File: config.mk
export PLATFORM = sky130hd
export DESIGN_NAME = spm_ctrl
export DESIGN_NICKNAME = d
export VERILOG_FILES = /design/src/rtl/core/spm_pkg.sv /design/src/rtl/core/spm_ctrl.sv
export SDC_FILE = /design/constraint.sdc
export NUM_CORES = 1
export LEC_CHECK = 0
export ABC_AREA = 1
export BUFFER_PORTS_ARGS = -buffer_cell sky130_fd_sc_hd__buf_2
export CAP_MARGIN = 25
export CELL_PAD_IN_SITES_DETAIL_PLACEMENT = 2
export CELL_PAD_IN_SITES_GLOBAL_PLACEMENT = 2
export CORE_MARGIN = 2
export CORE_UTILIZATION = 23
export DETAILED_ROUTE_END_ITERATION = 10
export GPL_TIMING_DRIVEN = 0
export PLACE_DENSITY_LB_ADDON = 0.2
export SLEW_MARGIN = 0
export SYNTH_ARGS = -nofsm -noshare
export SYNTH_HDL_FRONTEND = slang
export SYNTH_SLANG_ARGS = --single-unit
File: constraint.sdc
create_clock -name clk_i -period 3 [get_ports clk_i]
set_clock_uncertainty 0.1 [all_clocks]
set_input_delay 0.45 -clock clk_i [delete_from_list [all_inputs] [get_ports clk_i]]
set_output_delay 0.45 -clock clk_i [all_outputs]
set_load 0.02 [all_outputs]
File: src/rtl/core/spm_pkg.sv
// ---------------------------------------------------------------------------
// spm_pkg
// types, constants and helpers of the step pulse motion monitor
// ---------------------------------------------------------------------------
package spm_pkg;

  localparam int TIME_BITS     = 48;
  localparam int POS_BITS      = 32;
  localparam int CFG_BITS      = 63;
  localparam int LIMB_BITS     = 32;
  localparam int NUM_LIMBS     = 5;
  localparam int ACC_BITS      = LIMB_BITS * NUM_LIMBS;
  localparam int LIMB_CNT_BITS = $clog2(NUM_LIMBS);
  localparam int CFG_IDX_BITS  = 3;

  // register indexes
  localparam logic [CFG_IDX_BITS-1:0] CFG_SLOW  = 3'd0;
  localparam logic [CFG_IDX_BITS-1:0] CFG_FAST  = 3'd1;
  localparam logic [CFG_IDX_BITS-1:0] CFG_LIMIT = 3'd2;
  localparam logic [CFG_IDX_BITS-1:0] CFG_SCALE = 3'd3;
  localparam logic [CFG_IDX_BITS-1:0] CFG_PMIN  = 3'd4;
  localparam logic [CFG_IDX_BITS-1:0] CFG_PMAX  = 3'd5;

  // register reset values
  localparam logic [31:0]         SLOW_RST  = 32'd1000;
  localparam logic [31:0]         FAST_RST  = 32'd10;
  localparam logic [31:0]         LIMIT_RST = 32'd1000;
  localparam logic [CFG_BITS-1:0] SCALE_RST = 63'd2000000000000;
  localparam logic signed [31:0]  PMIN_RST  = -32'sd32768;
  localparam logic signed [31:0]  PMAX_RST  = 32'sd32767;

  // fault codes, y axis is the x code plus one
  localparam logic [3:0] FAULT_NONE   = 4'd0;
  localparam logic [3:0] FAULT_ZERO_X = 4'd1;
  localparam logic [3:0] FAULT_REV_X  = 4'd3;
  localparam logic [3:0] FAULT_SPD_X  = 4'd5;
  localparam logic [3:0] FAULT_ACC_X  = 4'd7;

  localparam logic signed [33:0] POS_LO = -(34'sd1 <<< (POS_BITS - 1));
  localparam logic signed [33:0] POS_HI = (34'sd1 <<< (POS_BITS - 1)) - 34'sd1;

  typedef struct packed {
    logic [TIME_BITS-1:0] timestamp;
    logic                 pulse_x;
    logic                 pulse_y;
    logic                 dir_x;
    logic                 dir_y;
    logic                 pen_down;
  } in_t;

  typedef struct packed {
    logic                 accepted;
    logic signed [31:0]   pos_x;
    logic signed [31:0]   pos_y;
    logic signed [31:0]   raw_x;
    logic signed [31:0]   raw_y;
    logic [3:0]           fault_code;
    logic [TIME_BITS-1:0] fault_time;
    logic                 pen_state;
  } out_t;

  typedef enum logic [3:0] {
    ST_IDLE,
    ST_CHECK,
    ST_EVAL,
    ST_LOAD_L,
    ST_MUL_L,
    ST_LOAD_R,
    ST_MUL_T0,
    ST_MUL_T1,
    ST_MUL_LIM,
    ST_UPDATE,
    ST_OUT
  } state_e;

  typedef enum logic [1:0] {
    OP_DIFF,
    OP_T0,
    OP_T1,
    OP_LIMIT
  } mul_op_e;

  typedef struct packed {
    logic    capture;
    logic    check;
    logic    eval;
    logic    load_scale;
    logic    load_sum;
    logic    save_lhs;
    logic    mul_step;
    mul_op_e mul_op;
    logic    update;
    logic    axis;
    logic    finish;
  } ctrl_t;

  typedef struct packed {
    logic accept_ok;
    logic pulse_x;
    logic pulse_y;
    logic zero_fault;
    logic accel_en;
    logic limb_last;
  } stat_t;

  // one step, then clamp to min, then max, then to the position range
  function automatic logic signed [31:0] clamp_step(input logic signed [31:0] p,
                                                    input logic               up,
                                                    input logic signed [31:0] lo,
                                                    input logic signed [31:0] hi);
    logic signed [33:0] v;
    v = $signed({{2{p[31]}}, p}) + (up ? 34'sd1 : -34'sd1);
    if (v < $signed({{2{lo[31]}}, lo})) v = $signed({{2{lo[31]}}, lo});
    if (v > $signed({{2{hi[31]}}, hi})) v = $signed({{2{hi[31]}}, hi});
    if (v < POS_LO) v = POS_LO;
    if (v > POS_HI) v = POS_HI;
    return v[31:0];
  endfunction

endpackage

File: src/rtl/core/spm_ctrl.sv
// ---------------------------------------------------------------------------
// spm_ctrl
// sequencer of the monitor: item check, per axis evaluation, multiply passes
// ---------------------------------------------------------------------------
module spm_ctrl import spm_pkg::*; (
  input  logic  clk_i,
  input  logic  rst_ni,
  input  logic  in_valid_i,
  output logic  in_ready_o,
  output logic  out_valid_o,
  input  logic  out_ready_i,
  input  stat_t stat_i,
  output ctrl_t ctrl_o
);

  state_e state_q, state_d;
  logic   axis_q, axis_d;
  logic   out_valid_q, out_valid_d;

  always_ff @(posedge clk_i or negedge rst_ni) begin
    if (!rst_ni) begin
      state_q     <= ST_IDLE;
      axis_q      <= 1'b0;
      out_valid_q <= 1'b0;
    end else begin
      state_q     <= state_d;
      axis_q      <= axis_d;
      out_valid_q <= out_valid_d;
    end
  end

  // next state
  always_comb begin
    state_d = state_q;
    axis_d  = axis_q;
    case (state_q)
      ST_IDLE: begin
        if (in_valid_i) state_d = ST_CHECK;
      end
      ST_CHECK: begin
        if (!stat_i.accept_ok) begin
          state_d = ST_OUT;
        end else if (stat_i.pulse_x) begin
          axis_d  = 1'b0;
          state_d = ST_EVAL;
        end else if (stat_i.pulse_y) begin
          axis_d  = 1'b1;
          state_d = ST_EVAL;
        end else begin
          state_d = ST_OUT;
        end
      end
      ST_EVAL: begin
        if (stat_i.zero_fault) begin
          if (!axis_q && stat_i.pulse_y) begin
            axis_d  = 1'b1;
            state_d = ST_EVAL;
          end else begin
            state_d = ST_OUT;
          end
        end else if (stat_i.accel_en) begin
          state_d = ST_LOAD_L;
        end else begin
          state_d = ST_UPDATE;
        end
      end
      ST_LOAD_L:  state_d = ST_MUL_L;
      ST_MUL_L: begin
        if (stat_i.limb_last) state_d = ST_LOAD_R;
      end
      ST_LOAD_R:  state_d = ST_MUL_T0;
      ST_MUL_T0: begin
        if (stat_i.limb_last) state_d = ST_MUL_T1;
      end
      ST_MUL_T1: begin
        if (stat_i.limb_last) state_d = ST_MUL_LIM;
      end
      ST_MUL_LIM: begin
        if (stat_i.limb_last) state_d = ST_UPDATE;
      end
      ST_UPDATE: begin
        if (!axis_q && stat_i.pulse_y) begin
          axis_d  = 1'b1;
          state_d = ST_EVAL;
        end else begin
          state_d = ST_OUT;
        end
      end
      ST_OUT: begin
        if (!out_valid_q || out_ready_i) state_d = ST_IDLE;
      end
      default: state_d = ST_IDLE;
    endcase
  end

  // outputs
  always_comb begin
    ctrl_o      = '0;
    ctrl_o.axis = axis_q;
    case (state_q)
      ST_IDLE:    ctrl_o.capture = in_valid_i;
      ST_CHECK:   ctrl_o.check = 1'b1;
      ST_EVAL:    ctrl_o.eval = 1'b1;
      ST_LOAD_L:  ctrl_o.load_scale = 1'b1;
      ST_MUL_L: begin
        ctrl_o.mul_step = 1'b1;
        ctrl_o.mul_op   = OP_DIFF;
      end
      ST_LOAD_R: begin
        ctrl_o.save_lhs = 1'b1;
        ctrl_o.load_sum = 1'b1;
      end
      ST_MUL_T0: begin
        ctrl_o.mul_step = 1'b1;
        ctrl_o.mul_op   = OP_T0;
      end
      ST_MUL_T1: begin
        ctrl_o.mul_step = 1'b1;
        ctrl_o.mul_op   = OP_T1;
      end
      ST_MUL_LIM: begin
        ctrl_o.mul_step = 1'b1;
        ctrl_o.mul_op   = OP_LIMIT;
      end
      ST_UPDATE:  ctrl_o.update = 1'b1;
      ST_OUT:     ctrl_o.finish = !out_valid_q || out_ready_i;
      default:    ctrl_o.finish = 1'b0;
    endcase
  end

  always_comb begin
    if (ctrl_o.finish) begin
      out_valid_d = 1'b1;
    end else if (out_ready_i) begin
      out_valid_d = 1'b0;
    end else begin
      out_valid_d = out_valid_q;
    end
  end

  assign in_ready_o  = (state_q == ST_IDLE);
  assign out_valid_o = out_valid_q;

endmodule

==> results.toml <==
[yosys]
yosys.area.top_type_share_pct = 26.32
synthXorXnorAreaFrac_pct = 0
yosysTopAreaCell = "dfrtp_1"
synthesis.nets = 111
synth.avg_cell_area_sq_um = 5.649
synth-seq-cells = 6
synth_cells = 101
synth_compound_area_share_pct = 10.09
ys_top_cells_by_area = "dfrtp_1 (26%), nand2_1 (21%), nor2_1 (12%)"
synth_mux_area_share_pct = 0
seq_area_frac_synth_pct = 26.32
ys_warn_count = 0
synthesis.area_sq_um = 570.5
synthAdderAreaFrac_pct = 0
synth_cell_types = 16
yosys.area_share.simple_pct = 48.46
synth_top_family_by_area = "simple AND/OR/NAND/NOR gates"

[clock_network]
clockBufferDepth = 2
cts_resized = 0
numCtsBuffers = 3
cts_root_buffer = "clkbuf_4"
cts_setup_buffers = 0
path_clk_slew_ns = 0.04
cts_tree = "yes"
clk_latency_ns = 0.24
ctsHoldBuffers = 1
cts_sinks = 6
htree_levels = 1

[layout]
layout-drive-gt1-share_pct = 32.81
n_antenna_cell = 0
multi_input_area_sq_um = 334.1
num-nets-final = 140
final_cell_area_sq_um = 755.7
n_fill_cell = 324
area_growth_pct = 32.46
regArea_sq_um = 150.1

[power_and_ir_drop]
power.density_nw_per_um2 = 955.8
p_leak_uw = 0.0004822
ir_worst_vdd_v = 0.0002660
power_uw = 722.4

[global_route]
grt_usage_pct = 14.54
grt_first_pass_wirelength_um = 3132
grt_max_degree = 7
grt_antenna_before_repair = 0
grt_pass1_vias = 751
grt_overflow_total = 0

[timing]
maxSlewViolCount = 0
fin_crit_ns = 1.989
max_freq_ghz = 0.5028
setup_viol = 0
finalCritPeriodShare_pct = 66.29
tightest_slew_ns = 0.2685
rsz0062_at_grt = "no"
hold_violations = 0
setup_tns_ns = 0
worst_slew_margin_rel_pct = 82.04

[placement]
hpwl_um = 1576
io_buffers = 23
gp_congestion = 0.7179
placed_cell_area_sq_um = 723.2

[detailed_routing]
routedWlPerCell_um = 11.22
drtIter0Drc = 6
vias = 687
via_per_inst = 4.348
drc_errors = 0
routed_wirelength_um = 1773
drt-pass1-iter-count = 3
detail-route-antenna-nets = 0

[die]
initial_core_util_pct = 23.68
fp-row-count = 18
fp.dieH_um = 53.81
die_area_sq_um = 2895
ioPinCount = 24
die_w_um = 53.81
core_area_sq_um = 2410

[setup_path]
critical_path.endpoint_type = "output port"
rr_worst_depth = 8
cp_max_fo = 6
arrival_ns = 1.44
cp-start-kind = "flip-flop"
path_class = "flip-flop to output port"
critPathRequiredTime_ns = 2.45

[min_path]
whs_path_depth = 2
hold_path_class = "input port to flip-flop"

[job]
maxCapViolations = 0

[status]
status = "completed"
## logic make-up (layout without fill, tap and decap cells)
group           count (synthesis)  after routing
flops                           6              6
compound gates                 11             11
buf+inv                        20             47
simple gates                   64             64
## critical path, stage by stage, from the launching register on
cell     delay [ns]
dfrtp_1        0.43
inv_1          0.09
nand2_1        0.07
nor2_1         0.19
inv_1          0.07
nor2_1         0.10
buf_4          0.11
buf_2          0.15
## Yosys cell counts
| master | count |
|---|---|
| nand2_1 | 32 |
| nor2_1 | 18 |
| inv_1 | 14 |
| o21ai_0 | 7 |
| dfrtp_1 | 6 |
| nand2_2 | 6 |
| buf_4 | 3 |
| inv_2 | 3 |
| nor2_2 | 3 |
| nand3_1 | 2 |
| o21ai_1 | 2 |
| a21oi_1 | 1 |
| nand3_2 | 1 |
| nand3b_1 | 1 |
| nor3_1 | 1 |
| o21bai_1 | 1 |
## sequential cells by signal, summed over array words and instances, names as in the netlist
signal,count
out_valid_o,1
axis_q,1
state_q,4
## path summary, 6_finish.rpt
check,from,end,slack [ns]
worst min-delay path,out_ready_i,out_valid_o$_DFFE_PN0P_,0.32
worst max-delay path,state_q[0]$_DFFE_PN0P_,ctrl_o[0],1.01
min in group asynchronous,rst_ni,state_q[2]$_DFFE_PN0P_,0.46
worst max register to register,state_q[1]$_DFFE_PN0P_,axis_q$_DFFE_PN0P_,1.49
worst min register to register,axis_q$_DFFE_PN0P_,axis_q$_DFFE_PN0P_,0.44
max in group asynchronous,rst_ni,state_q[3]$_DFFE_PN0P_,2.20
## routing by layer
layer,wire length [um],GRT usage [%],vias to the layer above
met3,61,0.8333,0
met1,817,19.09,320
li1,-,-,354
met5,0,0,-
met2,894,25.61,13
met4,0,3.846,0
## report_power, final
group          internal (uW)  total [uW]  switching (uW)
sequential               115         157            41.8
combinational            164         494             329
clock                   45.1        71.5            26.5
## metrics by stage
step	setup WS [ns]	utilization (%)	std cells	hold WS, ns
after floorplan	1.260	-	101	0.05441
after global placement	1.273	30.01	154	0.1795
after detailed placement	1.238	30.01	154	0.1780
after CTS	0.9693	31.36	158	0.3130
after global routing	0.8495	31.36	158	0.3238
final	1.011	31.36	158	0.3169
## layout by cell type (no fill, tap or decap), drive strengths merged, types with 3 or more instances in the layout
cell type and n:
o21ai 9, inv 17, nand2 38, nor2 21
dfrtp 6, nand3 3, clkbuf 3, buf 26
## area by class of cell
cell class | count | area share [%]
timing repair buffer | 24 | 16.56
multi-input combinational | 75 | 44.21
sequential | 6 | 19.87
clock buffer | 3 | 2.980
inverter | 17 | 8.444
tap | 30 | 4.967
buffer | 3 | 2.980
Note: power is estimated with default switching activity, not from simulation.
